`src/hw/rtl/tspr_pkg.sv`:
```
// ----------------------------------------------------------------------------
// Timed slot pool package
// Types, widths and constants shared by the slot pool front end, command
// queue, back end and top level.
// ----------------------------------------------------------------------------
package tspr_pkg;

    localparam int SLOTS_DEFAULT = 16;
    localparam int QUEUE_DEPTH   = 2;

    localparam int TIME_W  = 16;
    localparam int POOL_W  = 5;
    localparam int MASK_W  = 16;
    localparam int INDEX_W = 4;

    localparam logic [POOL_W-1:0] POOL_RESET = 5'd16;

    typedef enum logic {
        OP_TICK     = 1'b0,
        OP_ACTIVATE = 1'b1
    } t_opcode;

    // One classified command: the opcode and the single time value it uses.
    typedef struct packed {
        t_opcode             op;
        logic [TIME_W-1:0]   value;
    } t_cmd;

    typedef struct packed {
        logic                granted;
        logic [INDEX_W-1:0]  slot_index;
        logic                stolen;
        logic [MASK_W-1:0]   expired_mask;
        logic [MASK_W-1:0]   busy_mask;
    } t_result;

endpackage

```
`src/hw/rtl/timed_slot_pool_round_robin_unit.sv`:
```
// ----------------------------------------------------------------------------
// Timed slot pool with round-robin allocation
// Top level: configuration register, front end, command queue and back end.
// ----------------------------------------------------------------------------
// The unit keeps SLOTS timed slots. An activate beat takes the first idle slot
// among the first pool_size slots, searching from a rotating pointer, or
// steals the slot at the pointer when all are busy; a tick beat counts every
// busy slot down and frees those that run out. Every input beat yields exactly
// one result beat. Input beats enter a one-beat front register and a
// two-entry command queue, so the input side keeps taking beats while the
// back end works and while a result waits to be popped. The back end
// sequencer sets the rate and takes no new command until it is idle again:
// an activate runs through load, candidate masks, search and commit, a
// tick through load and update, and an activate with pool size zero
// through load and candidate masks. A result appears in the cycle after the
// last step, and the back end loads its next command only once the result
// register is free or being popped. The pool size register resets to 16
// and must only be written while the unit is idle; writes are always accepted.
module timed_slot_pool_round_robin_unit #(
    parameter int SLOTS = tspr_pkg::SLOTS_DEFAULT
) (
    input  logic                         i_clk,
    input  logic                         i_rst_n,
    input  logic                         push,
    output logic                         full,
    input  logic                         i_opcode,
    input  logic [tspr_pkg::TIME_W-1:0]  i_duration_ms,
    input  logic [tspr_pkg::TIME_W-1:0]  i_elapsed_ms,
    output logic                         empty,
    input  logic                         pop,
    output logic                         o_granted,
    output logic [tspr_pkg::INDEX_W-1:0] o_slot_index,
    output logic                         o_stolen,
    output logic [tspr_pkg::MASK_W-1:0]  o_expired_mask,
    output logic [tspr_pkg::MASK_W-1:0]  o_busy_mask,
    input  logic                         i_cfg_valid,
    output logic                         o_cfg_ready,
    input  logic [tspr_pkg::POOL_W-1:0]  i_cfg_pool_size
);

    logic [tspr_pkg::POOL_W-1:0] r_pool_size;
    logic                        front_valid;
    tspr_pkg::t_cmd              front_cmd;
    logic                        queue_ready;
    logic                        queue_valid;
    tspr_pkg::t_cmd              queue_cmd;
    logic                        back_ready;
    logic                        res_valid;
    tspr_pkg::t_result           res;

    // The configuration channel never stalls.
    assign o_cfg_ready = 1'b1;

    always_ff @(posedge i_clk) begin
        if (!i_rst_n) begin
            r_pool_size <= tspr_pkg::POOL_RESET;
        end else if (i_cfg_valid && o_cfg_ready) begin
            r_pool_size <= i_cfg_pool_size;
        end
    end

    tspr_front u_front (
        .i_clk         (i_clk),
        .i_rst_n       (i_rst_n),
        .i_push        (push),
        .o_full        (full),
        .i_opcode      (i_opcode),
        .i_duration_ms (i_duration_ms),
        .i_elapsed_ms  (i_elapsed_ms),
        .o_cmd_valid   (front_valid),
        .o_cmd         (front_cmd),
        .i_cmd_ready   (queue_ready)
    );

    tspr_queue #(
        .DEPTH (tspr_pkg::QUEUE_DEPTH)
    ) u_queue (
        .i_clk      (i_clk),
        .i_rst_n    (i_rst_n),
        .i_wr_valid (front_valid),
        .o_wr_ready (queue_ready),
        .i_wr_cmd   (front_cmd),
        .o_rd_valid (queue_valid),
        .o_rd_cmd   (queue_cmd),
        .i_rd_ready (back_ready)
    );

    tspr_back #(
        .SLOTS (SLOTS)
    ) u_back (
        .i_clk       (i_clk),
        .i_rst_n     (i_rst_n),
        .i_cmd_valid (queue_valid),
        .i_cmd       (queue_cmd),
        .o_cmd_ready (back_ready),
        .i_pool_size (r_pool_size),
        .o_res_valid (res_valid),
        .o_res       (res),
        .i_res_pop   (pop)
    );

    assign empty          = !res_valid;
    assign o_granted      = res.granted;
    assign o_slot_index   = res.slot_index;
    assign o_stolen       = res.stolen;
    assign o_expired_mask = res.expired_mask;
    assign o_busy_mask    = res.busy_mask;

`ifndef SYNTHESIS
    // A slot freed by a tick cannot still be busy after it.
    a_expired_not_busy: assert property (@(posedge i_clk) disable iff (!i_rst_n)
        !empty |-> ((o_expired_mask & o_busy_mask) == '0))
        else $error("expired slot still reported busy");

    // An activate never reports expirations.
    a_grant_no_expire: assert property (@(posedge i_clk) disable iff (!i_rst_n)
        (!empty && o_granted) |-> (o_expired_mask == '0))
        else $error("granted result carries expired slots");

    // A steal is always a grant.
    a_steal_is_grant: assert property (@(posedge i_clk) disable iff (!i_rst_n)
        (!empty && o_stolen) |-> o_granted)
        else $error("stolen without grant");

    // A result that is not popped stays in place.
    a_result_held: assert property (@(posedge i_clk) disable iff (!i_rst_n)
        (!empty && !pop) |=> (!empty && $stable(o_busy_mask) && $stable(o_slot_index)))
        else $error("waiting result changed or vanished");
`endif

endmodule

```
`src/hw/rtl/tspr_front.sv`:
```
// ----------------------------------------------------------------------------
// Timed slot pool front end
// Accepts input beats, classifies them and hands commands to the queue.
// ----------------------------------------------------------------------------
module tspr_front (
    input  logic                        i_clk,
    input  logic                        i_rst_n,
    input  logic                        i_push,
    output logic                        o_full,
    input  logic                        i_opcode,
    input  logic [tspr_pkg::TIME_W-1:0] i_duration_ms,
    input  logic [tspr_pkg::TIME_W-1:0] i_elapsed_ms,
    output logic                        o_cmd_valid,
    output tspr_pkg::t_cmd              o_cmd,
    input  logic                        i_cmd_ready
);

    logic           r_valid;
    logic           n_valid;
    tspr_pkg::t_cmd r_cmd;
    tspr_pkg::t_cmd n_cmd;
    logic           accept;

    assign o_full      = r_valid && !i_cmd_ready;
    assign accept      = i_push && !o_full;
    assign o_cmd_valid = r_valid;
    assign o_cmd       = r_cmd;

    // Only the time value that the opcode uses travels on.
    always_comb begin
        n_cmd.op    = tspr_pkg::t_opcode'(i_opcode);
        n_cmd.value = (n_cmd.op == tspr_pkg::OP_ACTIVATE) ? i_duration_ms : i_elapsed_ms;
        n_valid     = accept ? 1'b1 : (i_cmd_ready ? 1'b0 : r_valid);
    end

    always_ff @(posedge i_clk) begin
        if (!i_rst_n) begin
            r_valid <= 1'b0;
        end else begin
            r_valid <= n_valid;
        end
        if (accept) begin
            r_cmd <= n_cmd;
        end
    end

endmodule

```
`src/hw/rtl/tspr_queue.sv`:
```
// ----------------------------------------------------------------------------
// Timed slot pool command queue
// Short first-in first-out queue between the front end and the back end.
// ----------------------------------------------------------------------------
module tspr_queue #(
    parameter int DEPTH = tspr_pkg::QUEUE_DEPTH
) (
    input  logic           i_clk,
    input  logic           i_rst_n,
    input  logic           i_wr_valid,
    output logic           o_wr_ready,
    input  tspr_pkg::t_cmd i_wr_cmd,
    output logic           o_rd_valid,
    output tspr_pkg::t_cmd o_rd_cmd,
    input  logic           i_rd_ready
);

    localparam int PTR_W = (DEPTH > 1) ? $clog2(DEPTH) : 1;
    localparam int CNT_W = $clog2(DEPTH + 1);
    localparam logic [PTR_W-1:0] LAST = PTR_W'(DEPTH - 1);

    tspr_pkg::t_cmd   r_mem [DEPTH];
    logic [PTR_W-1:0] r_wr_ptr;
    logic [PTR_W-1:0] r_rd_ptr;
    logic [CNT_W-1:0] r_count;
    logic [PTR_W-1:0] n_wr_ptr;
    logic [PTR_W-1:0] n_rd_ptr;
    logic [CNT_W-1:0] n_count;
    logic             do_wr;
    logic             do_rd;

    assign o_wr_ready = (r_count != CNT_W'(DEPTH));
    assign o_rd_valid = (r_count != '0);
    assign o_rd_cmd   = r_mem[r_rd_ptr];
    assign do_wr      = i_wr_valid && o_wr_ready;
    assign do_rd      = o_rd_valid && i_rd_ready;

    always_comb begin
        n_wr_ptr = r_wr_ptr;
        n_rd_ptr = r_rd_ptr;
        n_count  = r_count;
        if (do_wr) begin
            n_wr_ptr = (r_wr_ptr == LAST) ? '0 : r_wr_ptr + 1'b1;
        end
        if (do_rd) begin
            n_rd_ptr = (r_rd_ptr == LAST) ? '0 : r_rd_ptr + 1'b1;
        end
        if (do_wr && !do_rd) begin
            n_count = r_count + 1'b1;
        end else if (do_rd && !do_wr) begin
            n_count = r_count - 1'b1;
        end
    end

    always_ff @(posedge i_clk) begin
        if (!i_rst_n) begin
            r_wr_ptr <= '0;
            r_rd_ptr <= '0;
            r_count  <= '0;
        end else begin
            r_wr_ptr <= n_wr_ptr;
            r_rd_ptr <= n_rd_ptr;
            r_count  <= n_count;
        end
        if (do_wr) begin
            r_mem[r_wr_ptr] <= i_wr_cmd;
        end
    end

endmodule

```
`src/hw/rtl/tspr_back.sv`:
```
// ----------------------------------------------------------------------------
// Timed slot pool back end
// Holds the slot timers, runs the round-robin search and the tick update,
// and keeps the result register.
// ----------------------------------------------------------------------------
module tspr_back #(
    parameter int SLOTS = tspr_pkg::SLOTS_DEFAULT
) (
    input  logic                        i_clk,
    input  logic                        i_rst_n,
    input  logic                        i_cmd_valid,
    input  tspr_pkg::t_cmd              i_cmd,
    output logic                        o_cmd_ready,
    input  logic [tspr_pkg::POOL_W-1:0] i_pool_size,
    output logic                        o_res_valid,
    output tspr_pkg::t_result           o_res,
    input  logic                        i_res_pop
);

    localparam int IDX_W = (SLOTS > 1) ? $clog2(SLOTS) : 1;
    localparam int CNT_W = $clog2(SLOTS + 1);
    localparam int CMP_W = (CNT_W > tspr_pkg::POOL_W) ? CNT_W : tspr_pkg::POOL_W;
    localparam int MW    = (SLOTS > tspr_pkg::MASK_W) ? SLOTS : tspr_pkg::MASK_W;
    localparam int PW    = (IDX_W > tspr_pkg::INDEX_W) ? IDX_W : tspr_pkg::INDEX_W;

    typedef enum logic [2:0] {
        S_IDLE,
        S_TICK,
        S_PREP,
        S_PICK,
        S_COMMIT
    } t_state;

    t_state                    r_state,   n_state;
    tspr_pkg::t_cmd            r_cmd,     n_cmd;
    logic [tspr_pkg::TIME_W-1:0] r_time [SLOTS];
    logic [tspr_pkg::TIME_W-1:0] n_time [SLOTS];
    logic [SLOTS-1:0]          r_busy,    n_busy;
    logic [IDX_W-1:0]          r_ptr,     n_ptr;
    logic [CNT_W-1:0]          r_n,       n_n;
    logic [IDX_W-1:0]          r_start,   n_start;
    logic [SLOTS-1:0]          r_hi,      n_hi;
    logic [SLOTS-1:0]          r_lo,      n_lo;
    logic [IDX_W-1:0]          r_pick,    n_pick;
    logic                      r_found,   n_found;
    logic                      r_res_valid, n_res_valid;
    tspr_pkg::t_result         r_res,     n_res;

    logic                      out_free;
    logic [CMP_W-1:0]          pool_ext;
    logic [CMP_W-1:0]          pool_eff;
    logic [SLOTS-1:0]          hi_first;
    logic [SLOTS-1:0]          lo_first;
    logic [CNT_W-1:0]          pick_next;
    logic [MW-1:0]             busy_pad;
    logic [MW-1:0]             exp_pad;
    logic [SLOTS-1:0]          expired;
    logic [PW-1:0]             pick_pad;

    function automatic logic [IDX_W-1:0] f_encode(input logic [SLOTS-1:0] onehot);
        logic [IDX_W-1:0] idx;
        idx = '0;
        for (int i = 0; i < SLOTS; i++) begin
            if (onehot[i]) begin
                idx = idx | IDX_W'(i);
            end
        end
        return idx;
    endfunction

    assign out_free    = !r_res_valid || i_res_pop;
    assign o_cmd_ready = (r_state == S_IDLE) && out_free;
    assign o_res_valid = r_res_valid;
    assign o_res       = r_res;

    always_comb begin
        n_state     = r_state;
        n_cmd       = r_cmd;
        n_time      = r_time;
        n_busy      = r_busy;
        n_ptr       = r_ptr;
        n_n         = r_n;
        n_start     = r_start;
        n_hi        = r_hi;
        n_lo        = r_lo;
        n_pick      = r_pick;
        n_found     = r_found;
        n_res       = r_res;
        n_res_valid = r_res_valid && !i_res_pop;
        expired     = '0;

        // Effective pool size saturates at the number of slots.
        pool_ext = CMP_W'(i_pool_size);
        pool_eff = (pool_ext > CMP_W'(SLOTS)) ? CMP_W'(SLOTS) : pool_ext;

        // Lowest set bit of each candidate mask.
        hi_first  = r_hi & (~r_hi + 1'b1);
        lo_first  = r_lo & (~r_lo + 1'b1);
        pick_next = CNT_W'(r_pick) + 1'b1;

        unique case (r_state)
            S_IDLE: begin
                if (i_cmd_valid && out_free) begin
                    n_cmd   = i_cmd;
                    n_state = (i_cmd.op == tspr_pkg::OP_ACTIVATE) ? S_PREP : S_TICK;
                end
            end
            S_TICK: begin
                for (int i = 0; i < SLOTS; i++) begin
                    if (r_busy[i]) begin
                        if (r_time[i] <= r_cmd.value) begin
                            n_busy[i]  = 1'b0;
                            n_time[i]  = '0;
                            expired[i] = 1'b1;
                        end else begin
                            n_time[i] = r_time[i] - r_cmd.value;
                        end
                    end
                end
                n_res.granted    = 1'b0;
                n_res.slot_index = '0;
                n_res.stolen     = 1'b0;
                n_res_valid      = 1'b1;
                n_state          = S_IDLE;
            end
            S_PREP: begin
                n_n     = CNT_W'(pool_eff);
                n_start = (CNT_W'(r_ptr) < n_n) ? r_ptr : '0;
                for (int i = 0; i < SLOTS; i++) begin
                    n_lo[i] = !r_busy[i] && (CNT_W'(i) < n_n);
                    n_hi[i] = n_lo[i] && (IDX_W'(i) >= n_start);
                end
                if (n_n == '0) begin
                    n_res.granted    = 1'b0;
                    n_res.slot_index = '0;
                    n_res.stolen     = 1'b0;
                    n_res_valid      = 1'b1;
                    n_state          = S_IDLE;
                end else begin
                    n_state = S_PICK;
                end
            end
            S_PICK: begin
                // Search wraps: slots at or past the start first, then from zero.
                priority if (r_hi != '0) begin
                    n_pick  = f_encode(hi_first);
                    n_found = 1'b1;
                end else if (r_lo != '0) begin
                    n_pick  = f_encode(lo_first);
                    n_found = 1'b1;
                end else begin
                    n_pick  = r_start;
                    n_found = 1'b0;
                end
                n_state = S_COMMIT;
            end
            S_COMMIT: begin
                n_busy[r_pick]   = 1'b1;
                n_time[r_pick]   = r_cmd.value;
                n_ptr            = (pick_next >= r_n) ? '0 : IDX_W'(pick_next);
                n_res.granted    = 1'b1;
                n_res.slot_index = pick_pad[tspr_pkg::INDEX_W-1:0];
                n_res.stolen     = !r_found;
                n_res_valid      = 1'b1;
                n_state          = S_IDLE;
            end
            default: begin
                n_state = S_IDLE;
            end
        endcase

        busy_pad = MW'(n_busy);
        exp_pad  = MW'(expired);
        if (r_state == S_TICK || r_state == S_PREP || r_state == S_COMMIT) begin
            n_res.busy_mask    = busy_pad[tspr_pkg::MASK_W-1:0];
            n_res.expired_mask = exp_pad[tspr_pkg::MASK_W-1:0];
        end
    end

    assign pick_pad = PW'(r_pick);

    always_ff @(posedge i_clk) begin
        if (!i_rst_n) begin
            r_state     <= S_IDLE;
            r_busy      <= '0;
            r_ptr       <= '0;
            r_res_valid <= 1'b0;
        end else begin
            r_state     <= n_state;
            r_busy      <= n_busy;
            r_ptr       <= n_ptr;
            r_res_valid <= n_res_valid;
        end
        r_cmd   <= n_cmd;
        r_time  <= n_time;
        r_n     <= n_n;
        r_start <= n_start;
        r_hi    <= n_hi;
        r_lo    <= n_lo;
        r_pick  <= n_pick;
        r_found <= n_found;
        r_res   <= n_res;
    end

endmodule
```
`config.mk`:
```
export PLATFORM = sky130hd
export DESIGN_NAME = timed_slot_pool_round_robin_unit
export DESIGN_NICKNAME = d
export VERILOG_FILES = /design/src/hw/rtl/tspr_pkg.sv /design/src/hw/rtl/timed_slot_pool_round_robin_unit.sv /design/src/hw/rtl/tspr_front.sv /design/src/hw/rtl/tspr_queue.sv /design/src/hw/rtl/tspr_back.sv
export SDC_FILE = /design/constraint.sdc
export NUM_CORES = 1
export LEC_CHECK = 0
export BUFFER_PORTS_ARGS = -buffer_cell sky130_fd_sc_hd__buf_2
export CAP_MARGIN = 20
export CORE_MARGIN = 4
export CORE_UTILIZATION = 30
export CTS_BUF_LIST = sky130_fd_sc_hd__clkbuf_16
export DETAILED_ROUTE_END_ITERATION = 8
export MAX_ROUTING_LAYER = met4
export PLACE_DENSITY = 0.53
export RECOVER_POWER = 100
export SLEW_MARGIN = 20
export SYNTH_ARGS = -nofsm -noshare
export SYNTH_HDL_FRONTEND = slang
export SYNTH_SLANG_ARGS = --single-unit
export TNS_END_PERCENT = 30
```
`constraint.sdc`:
```
create_clock -name i_clk -period 4.46 [get_ports i_clk]
set_input_delay 0 -clock i_clk [delete_from_list [all_inputs] [get_ports i_clk]]
set_output_delay 0 -clock i_clk [all_outputs]
set_load 0.02 [all_outputs]
```
==> flow_metrics.env, run 1 <==
export IMPL_worstSetupPathType="register to register"
export IMPL_fp_row_count=114
export IMPL_grtUsageTotal_pct=18.3
export IMPL_postSynthAreaPerCell_um2=10.3
export IMPL_crit_chain="buf_12 > ha_1 > inv_1 > fa_1 > a21o_1 > a21o_1 > a211oi_1 > o21ai_0 > o21ai_0 > nor2_1 > clkbuf_1 > a22o_1"
export IMPL_drc=0
export IMPL_synth_area_um2=29400
export IMPL_ctsResizeCount=0
export IMPL_place_hpwl_um=63400
export IMPL_hold_viol=0
export IMPL_dp_slack_ns=0.800
export IMPL_final_common_cell="edfxtp_1"
export IMPL_fp_coreArea_um2=97000
export IMPL_slew_violations=98
export IMPL_cts_root_buf="clkbuf_16"
export IMPL_place_gp_congestion=0.873
export IMPL_first_iter_violations=2482
export IMPL_vias_per_cell=5.41
export IMPL_postLayoutCoreUtil_pct=34.8
export IMPL_clk_pin_slew_worst_paths_ns=0.06
export IMPL_grt_pass1_wl_um=141000
export IMPL_drtAntennaViolNets=0
export IMPL_period_share_pct=90.5
export IMPL_grt_overflow=0
export IMPL_p_int_mw=12.2
export IMPL_synthToLayoutAreaGrowth_pct=14.7
export IMPL_grt_max_degree=48
export IMPL_crit_family="compound AO/OA/AOI/OAI gates"
export IMPL_dieHeight_um=321
export IMPL_synth_seq_area_share_pct=43.9
export IMPL_async_flop_share_pct=0
export IMPL_drive_gt1_share_pct=7.06
export IMPL_tns_ns=0
export IMPL_status="finished with violations"
export IMPL_required_ns=4.83
export IMPL_cap_violations=4
export IMPL_die_x_um=321
export IMPL_setup_violations=0
export IMPL_cp_num_buf_inv=3
export IMPL_worstMarginPinSlew_ns=2.32
export IMPL_maxClockFrequency_mhz=248
export IMPL_arrival_ns=4.41
export IMPL_ys_types=91
export IMPL_clk_latency_ns=0.62
export IMPL_peakVddDrop_mv=0.361
export IMPL_pwr_share_comb_pct=50.5
export IMPL_wl_um=94500
export IMPL_synthFlopType="edfxtp_1"
export IMPL_crit_path_top_delay_cell="edfxtp_1"
export IMPL_cts_htree_levels=2
export IMPL_fin_nets=3342
export IMPL_antenna_found_initial=4
export IMPL_postSynthCellCount=2854
export IMPL_holdBufCountCts=46
export IMPL_fp_dieArea_um2=103000
export IMPL_synth_nets=3182
export IMPL_cts_sinks=441
export IMPL_p_sw_share_pct=41.3
export IMPL_p_leak_nw=12.8
export IMPL_seq_power_share_pct=27.1
export IMPL_insertedDiodeCount=0
export IMPL_ios=84
export IMPL_numCtsBuffers=55
export IMPL_skew_ns=0.0296
export IMPL_grt_setup_unrepaired="no"
export IMPL_postCtsSetupBuffers=0
export IMPL_p_switching_mw=8.60
export IMPL_vias=23445
export IMPL_critPathCaptureType="register"
export IMPL_layout_common_cells="edfxtp_1, ha_1, nand2_1"
export IMPL_power_density_nw_per_um2=618
export IMPL_finalCriticalPeriod_ns=4.04
export IMPL_ys_warn_count=0
export IMPL_crit_path_max_fanout=9
export IMPL_critical_path_max_stage_delay_ns=0.68
export IMPL_ys_ff_latch=441
export IMPL_violations="capacitance limit, slew limit"
export IMPL_startpoint_type="register"
export IMPL_slew_headroom_pct=-54.8
export IMPL_start_util_pct=30.3
export IMPL_grt_pass1_vias=22499
export IMPL_cts_tree="yes"
export IMPL_min_path_type="input pin to register"
export IMPL_clock_path_buffers=3
export IMPL_setup_slack_ns=0.423
export IMPL_synth_edf_count=406
export IMPL_drtPass1Iterations=7
export IMPL_wire_per_inst_um=21.8
export IMPL_port_buffers=82
export IMPL_p_clk_share_pct=22.4
==> power by group through the flow <==
stage	Sequential [mW]	Clock, mW	Combinational [mW]
after floorplan	5.75	0	7.38
after global placement	5.71	0	10.5
after detailed placement	5.71	0	10.5
after CTS	5.63	4.76	10.6
after global routing	5.69	4.94	11.5
final	5.65	4.65	10.5
==> final cells by class <==
class / count / area, µm²
clock buffers: 56 / 1400
clock inverters: 46 / 458
fillers: 9825 / 63300
inverters: 118 / 443
multi-input cells: 2200 / 15600
flip-flops and latches: 441 / 12900
well taps: 1276 / 1600
repair buffers: 198 / 1290
==> cells in the mapped netlist, types with 30 or more instances <==
| library cell | number | area (µm²) |
|---|---|---|
| edfxtp_1 | 406 | 12200 |
| ha_1 | 269 | 3370 |
| nand2_1 | 229 | 860 |
| a21oi_1 | 203 | 1020 |
| nor2_1 | 174 | 653 |
| o21ai_0 | 136 | 681 |
| xnor2_1 | 115 | 1010 |
| inv_1 | 112 | 420 |
| o21ai_1 | 98 | 490 |
| a21o_1 | 93 | 698 |
| a22o_1 | 87 | 762 |
| xor2_1 | 85 | 744 |
| clkbuf_1 | 78 | 293 |
| nor2b_1 | 51 | 319 |
| o21a_1 | 49 | 368 |
| o22ai_1 | 48 | 300 |
| nand4_1 | 41 | 257 |
| nand2b_1 | 37 | 231 |
| dfxtp_1 | 35 | 701 |
| nor3_1 | 35 | 175 |
| mux2_2 | 34 | 383 |
| and2_1 | 33 | 206 |
| and3_1 | 32 | 200 |
| nand3_1 | 30 | 150 |
==> cell families after synthesis <==
family	Yosys count	synth area share (%)
adder cells (fa/ha/maj)	285	12.5
flip-flops	441	43.9
other	1	0.0128
AND/OR/NAND/NOR	728	12.0
buffers and inverters	213	2.84
AO/OA/AOI/OAI	946	21.3
XOR/XNOR	200	5.96
multiplexers	40	1.51
==> worst reg2reg max path, cell delays in order, from the launching register on <==
cell      delay (ns)
edfxtp_1        0.68
buf_12          0.23
ha_1            0.18
inv_1           0.06
fa_1            0.45
a21o_1          0.17
a21o_1          0.21
a211oi_1        0.63
o21ai_0         0.14
o21ai_0         0.23
nor2_1          0.17
clkbuf_1        0.36
a22o_1          0.26
==> worst paths after layout <==
| path | startpoint | end | slack, ns | cells past startpoint |
|---|---|---|---|---|
| max reg2reg | u_back.r_cmd[0] | u_back.r_time[250] | 0.42 | 12 |
| min reg2reg | u_front.o_cmd[8] | u_queue.r_mem[1][8] | 0.44 | 0 |
| max | u_back.r_cmd[0] | u_back.r_time[250] | 0.42 | 12 |
| min | i_rst_n | u_front.o_cmd_valid | 0.09 | 2 |
==> state kept, by name, indices dropped and copies added, names as in the netlist, named ones only <==
register,flops
u_back.r_busy,16
u_back.pick_pad,4
u_back.r_start,4
u_back.r_time,256
u_front.o_cmd_valid,1
u_queue.r_wr_ptr,1
u_front.o_cmd,17
u_back.o_res_valid,1
u_back.o_res,38
u_queue.r_mem,34
u_queue.r_rd_ptr,1
u_back.r_found,1
u_back.r_cmd,16
u_back.r_hi,15
u_back.r_lo,16
u_queue.r_count,2
r_pool_size,5
u_back.r_n,5
u_back.r_ptr,4
u_back.r_state,3
==> metrics by stage <==
step / hold WS, ns / std cells / cell area [µm²] / power (mW)
2_1_floorplan: 0.0989 / 2854 / 29400 / 13.1
3_3_place_gp: 0.228 / 4186 / 31600 / 16.2
3_5_place_dp: 0.227 / 4186 / 31600 / 16.2
4_1_cts: 0.0846 / 4334 / 33900 / 21.0
5_1_grt: 0.108 / 4335 / 33700 / 22.1
6_report: 0.0935 / 4335 / 33700 / 20.8
==> layer usage <==
metal | track usage [%] | wire, µm | vias up
li1 | - | - | 11181
met1 | 25.7 | 44900 | 11429
met2 | 28.6 | 42400 | 708
met3 | 2.03 | 5150 | 127
met4 | 4.07 | 2060 | 0
met5 | - | 0 | -
Note: power is estimated with default switching activity, not from simulation.
==> inputs of run 2 (changes only) <==
--- a/config.mk
+++ b/config.mk
@@ -12,7 +12,6 @@
 export CTS_BUF_LIST = sky130_fd_sc_hd__clkbuf_16
 export DETAILED_ROUTE_END_ITERATION = 8
 export MAX_ROUTING_LAYER = met4
-export PLACE_DENSITY = 0.53
 export RECOVER_POWER = 100
 export SLEW_MARGIN = 20
 export SYNTH_ARGS = -nofsm -noshare
==> flow_metrics.env, run 2 (synthesized netlist as in run 1, its figures left out) <==
export IMPL_grt_pass1_wl_um=136000
export IMPL_status="finished with violations"
export IMPL_min_path_type="input pin to register"
export IMPL_violations="capacitance limit, slew limit"
export IMPL_p_leak_nw=12.7
export IMPL_drtAntennaViolNets=0
export IMPL_ios=84
export IMPL_nFillCells=9798
export IMPL_clock_path_buffers=3
export IMPL_worstMarginPinSlew_ns=2.23
export IMPL_cap_violations=5
export IMPL_place_gp_congestion=0.911
export IMPL_whs_endpoint="u_front.o_cmd_valid"
export IMPL_dieHeight_um=321
export IMPL_wire_per_inst_um=21.2
export IMPL_cts_htree_levels=2
export IMPL_crit_path_top_delay_cell="clkbuf_2"
export IMPL_crit_path_max_fanout=16
export IMPL_first_iter_violations=2174
export IMPL_start_util_pct=30.3
export IMPL_fp_coreArea_um2=97000
export IMPL_vias_per_cell=5.44
export IMPL_cts_sinks=441
export IMPL_reg2reg_to="u_back.r_time[169]"
export IMPL_r2r_setup_slack_ns=0.38
export IMPL_regMostFlops="u_back.r_time"
export IMPL_r2r_start="u_back.r_cmd[0]"
export IMPL_grt_setup_unrepaired="no"
export IMPL_dp_slack_ns=0.638
export IMPL_maxClockFrequency_mhz=245
export IMPL_use_met1_pct=24.0
export IMPL_fin_nets=3335
export IMPL_drc=0
export IMPL_gr_usage_met2_pct=27.0
export IMPL_antenna_found_initial=6
export IMPL_crit_chain="clkbuf_2 > ha_1 > inv_1 > fa_1 > a211oi_1 > o21ai_0 > a211oi_1 > nor4_1 > o31a_1 > nand2_1 > o21ai_0"
export IMPL_largest_register_ffs=256
export IMPL_setup_slack_ns=0.380
export IMPL_setup_violations=0
export IMPL_holdBufCountCts=46
export IMPL_vias=23544
export IMPL_multi_input_area_um2=15600
export IMPL_power_mw=20.5
export IMPL_slew_violations=101
export IMPL_cts_tree="yes"
export IMPL_peakVddDrop_mv=0.328
export IMPL_skew_ns=0.0517
export IMPL_port_buffers=82
export IMPL_reg2reg_depth=11
export IMPL_final_common_cell="edfxtp_1"
export IMPL_fp_row_count=114
export IMPL_fp_dieArea_um2=103000
export IMPL_startpoint_type="register"
export IMPL_postCtsSetupBuffers=0
export IMPL_cts_root_buf="clkbuf_16"
export IMPL_clk_pin_slew_worst_paths_ns=0.06
export IMPL_synthToLayoutAreaGrowth_pct=14.3
export IMPL_grt_overflow=0
export IMPL_wl_um=91800
export IMPL_period_share_pct=91.5
export IMPL_seq_area_um2=12900
export IMPL_grtUsageTotal_pct=17.7
export IMPL_grt_pass1_vias=22472
export IMPL_ctsResizeCount=0
export IMPL_worstSetupPathType="register to register"
export IMPL_place_hpwl_um=61500
export IMPL_power_density_nw_per_um2=611
export IMPL_finalCriticalPeriod_ns=4.08
export IMPL_arrival_ns=4.41
export IMPL_clk_latency_ns=0.63
export IMPL_tns_ns=0
export IMPL_numCtsBuffers=50
export IMPL_drtPass1Iterations=6
export IMPL_post_route_cell_area_um2=33600
export IMPL_min_path_cells=2
export IMPL_layout_common_cells="edfxtp_1, ha_1, nand2_1"
export IMPL_slew_headroom_pct=-48.8
export IMPL_postLayoutCoreUtil_pct=34.6
export IMPL_required_ns=4.79
export IMPL_critPathCaptureType="register"
export IMPL_use_met3_pct=3.48
export IMPL_dpl_cell_area_um2=31600
export IMPL_critical_path_max_stage_delay_ns=0.66
export IMPL_hp_start="i_rst_n"
export IMPL_die_x_um=321
export IMPL_grt_max_degree=48
export IMPL_grt_busiest_layer="met2"
export IMPL_drive_gt1_share_pct=7.35
export IMPL_setup_worst_path_start="u_back.r_cmd[0]"
export IMPL_hold_viol=0
## run 2: changes by cell type in the layout (fill, tap and decap cells not counted), sizes merged, moves of 3 or more
cell / change
diode: +4
inv: -4
clkbuf: -11
clkinv: +4
buf: +3
## run 2: critical path: cells and delay by family, from the launching register on
kind	cells	cell delay (ns)
buf+inv	2	0.73
compound gates	5	1.39
simple gates	2	0.48
flops	1	0.36
fa+ha+maj	2	0.80
## run 2: worst max path at each step
stage	to	slack (ns)	cells after the start
floorplan	u_queue.r_count[1]	1.02	7
global placement	u_back.r_time[46]	0.71	11
detailed placement	u_back.r_time[46]	0.64	11
CTS	u_back.r_time[46]	0.56	11
global route	u_back.r_time[78]	0.19	10
finish	u_back.r_time[169]	0.38	11
## run 2: metrics by stage
stage | hold slack (ns) | std cells
finish | 0.0730 | 4329
global route | 0.0538 | 4329
CTS | 0.0366 | 4324
detailed placement | 0.229 | 4184
global placement | 0.227 | 4184
floorplan | 0.0989 | 2854
## run 2: power by group
part	switching [mW]	internal, mW	leakage, nW
registers	0.236	5.38	4.01
logic	6.46	4.03	7.82
clock network	1.87	2.54	0.867
## run 2: layout make-up
type                            count  area share [%]
Timing Repair Buffer              196            3.79
Tap cell                         1276            4.75
Sequential cell                   441            38.4
Antenna cell                        4          0.0298
Multi-Input combinational cell   2200            46.6
Clock buffer                       50            3.72
Inverter                          118            1.32
Clock inverter                     44            1.46
## run 2: per-layer routing
metal  vias to the layer above  wire, µm
met3                       142      7190
met5                         -         0
li1                      11160         -
met2                       857     40300
met4                         0      2430
met1                     11385     41900
==> inputs of run 3 (changes only) <==
--- a/config.mk
+++ b/config.mk
@@ -12,6 +12,7 @@
 export CTS_BUF_LIST = sky130_fd_sc_hd__clkbuf_16
 export DETAILED_ROUTE_END_ITERATION = 8
 export MAX_ROUTING_LAYER = met4
+export PLACE_DENSITY_LB_ADDON = 0.25
 export RECOVER_POWER = 100
 export SLEW_MARGIN = 20
 export SYNTH_ARGS = -nofsm -noshare
==> flow_metrics.env, run 3 (synthesized netlist as in run 1, its figures left out) <==
export IMPL_dpl_cell_area_um2=31700
export IMPL_slew_violations=93
export IMPL_clk_pin_slew_worst_paths_ns=0.06
export IMPL_start_util_pct=30.3
export IMPL_clk_latency_ns=0.63
export IMPL_setup_slack_ns=0.331
export IMPL_grtUsageTotal_pct=18.4
export IMPL_cts_sinks=441
export IMPL_vias_per_cell=5.35
export IMPL_clock_path_buffers=3
export IMPL_place_gp_congestion=0.876
export IMPL_violations="capacitance limit, slew limit"
export IMPL_grt_setup_unrepaired="no"
export IMPL_nFillCells=9901
export IMPL_cts_htree_levels=2
export IMPL_p_leak_nw=12.7
export IMPL_status="finished with violations"
export IMPL_largest_register_ffs=256
export IMPL_min_path_type="input pin to register"
export IMPL_first_iter_violations=1907
export IMPL_fp_coreArea_um2=97000
export IMPL_tns_ns=0
export IMPL_port_buffers=82
export IMPL_power_density_nw_per_um2=610
export IMPL_grt_pass1_vias=22661
export IMPL_layout_common_cells="edfxtp_1, ha_1, nand2_1"
export IMPL_cap_violations=3
export IMPL_post_route_cell_area_um2=33600
export IMPL_skew_ns=0.0193
export IMPL_fp_row_count=114
export IMPL_grt_pass1_wl_um=142000
export IMPL_ios=84
export IMPL_finalCriticalPeriod_ns=4.13
export IMPL_numCtsBuffers=54
export IMPL_postCtsSetupBuffers=0
export IMPL_ctsResizeCount=0
export IMPL_grt_max_degree=42
export IMPL_startpoint_type="register"
export IMPL_regMostFlops="u_back.r_time"
export IMPL_drc=0
export IMPL_peakVddDrop_mv=0.318
export IMPL_antenna_found_initial=2
export IMPL_worstMarginPinSlew_ns=2.20
export IMPL_dp_slack_ns=0.659
export IMPL_drtPass1Iterations=6
export IMPL_vias=23255
export IMPL_critPathCaptureType="register"
export IMPL_hold_viol=0
export IMPL_cts_tree="yes"
export IMPL_synthToLayoutAreaGrowth_pct=14.5
export IMPL_crit_path_max_fanout=10
export IMPL_fp_dieArea_um2=103000
export IMPL_grt_overflow=0
export IMPL_place_hpwl_um=64300
export IMPL_setup_violations=0
export IMPL_drive_gt1_share_pct=7.00
export IMPL_wl_um=94600
export IMPL_stdcell_count=4348
export IMPL_cts_root_buf="clkbuf_16"
export IMPL_maxClockFrequency_mhz=242
export IMPL_required_ns=4.84
export IMPL_slew_headroom_pct=-46.6
export IMPL_wire_per_inst_um=21.8
export IMPL_post_place_cells=4201
export IMPL_period_share_pct=92.6
export IMPL_drtAntennaViolNets=0
export IMPL_final_common_cell="edfxtp_1"
export IMPL_fin_nets=3355
export IMPL_power_mw=20.5
export IMPL_arrival_ns=4.50
export IMPL_worstSetupPathType="register to register"
export IMPL_dieHeight_um=321
export IMPL_die_x_um=321
-- run 3: cell count changes in the layout (fill, tap and decap cells not counted), moves of 4 or more --
cell       previous run  this run
clkbuf_16            50        58
clkbuf_1             58        73
o21ai_1              34        28
o21ai_0             200       206
clkinv_1             11        15
inv_6                 4         0
buf_4                46        51
inv_1               118       124
bufinv_16             8         2
-- run 3: worst max-delay path, stage by stage (launching register included) --
cell	delay [ns]
edfxtp_1	0.50
inv_1	0.46
clkbuf_1	0.57
ha_1	0.42
a21o_1	0.21
a221o_1	0.35
a21o_1	0.19
o21bai_1	0.30
nor2_1	0.20
clkbuf_1	0.33
a32o_1	0.33
-- run 3: power breakdown --
part	internal, mW	total, mW	switching, mW
logic	4.04	10.5	6.46
registers	5.39	5.64	0.249
clock network	2.47	4.37	1.90
-- run 3: final timing paths --
kind                    startpoint                  end  slack (ns)  depth (start not counted)
hold / removal             i_rst_n  u_front.o_cmd_valid        0.05                          2
setup / recovery  u_back.r_cmd[13]   u_back.r_time[134]        0.33                         10
setup reg to reg  u_back.r_cmd[13]   u_back.r_time[134]        0.33                         10
hold reg to reg   u_front.o_cmd[9]  u_queue.r_mem[1][9]        0.44                          0
-- run 3: metrics by stage --
| step | utilization (%) | hold slack (ns) |
|---|---|---|
| floorplan | - | 0.0989 |
| global placement | 32.7 | 0.221 |
| detailed placement | 32.7 | 0.228 |
| CTS | 34.9 | 0.0356 |
| global route | 34.7 | 0.0859 |
| finish | 34.7 | 0.0528 |
-- run 3: what timing repair did --
item | in CTS | in global routing
hold endpoints to repair | 43 | 0
setup endpoints to repair | 0 | 0
hold buffers | 46 | 0
-- run 3: per-layer routing --
| metal | global-route usage (%) | vias up | share of wire, % |
|---|---|---|---|
| li1 | - | 11212 | - |
| met1 | 24.9 | 11297 | 47 |
| met2 | 29.6 | 614 | 46 |
| met3 | 2.10 | 132 | 5.0 |
| met4 | 4.42 | 0 | 2.3 |
| met5 | - | - | 0 |
-- run 3: final cells by class --
| cell class | count | area (µm²) | share of cell area [%] |
|---|---|---|---|
| flip-flops and latches | 441 | 12900 | 38.3 |
| clock buffers | 58 | 1450 | 4.32 |
| diodes | 1 | 2.50 | 0.00744 |
| multi-input cells | 2200 | 15600 | 46.4 |
| clock inverters | 42 | 290 | 0.863 |
| inverters | 118 | 443 | 1.32 |
| repair buffers | 212 | 1340 | 3.99 |
| well taps | 1276 | 1600 | 4.75 |
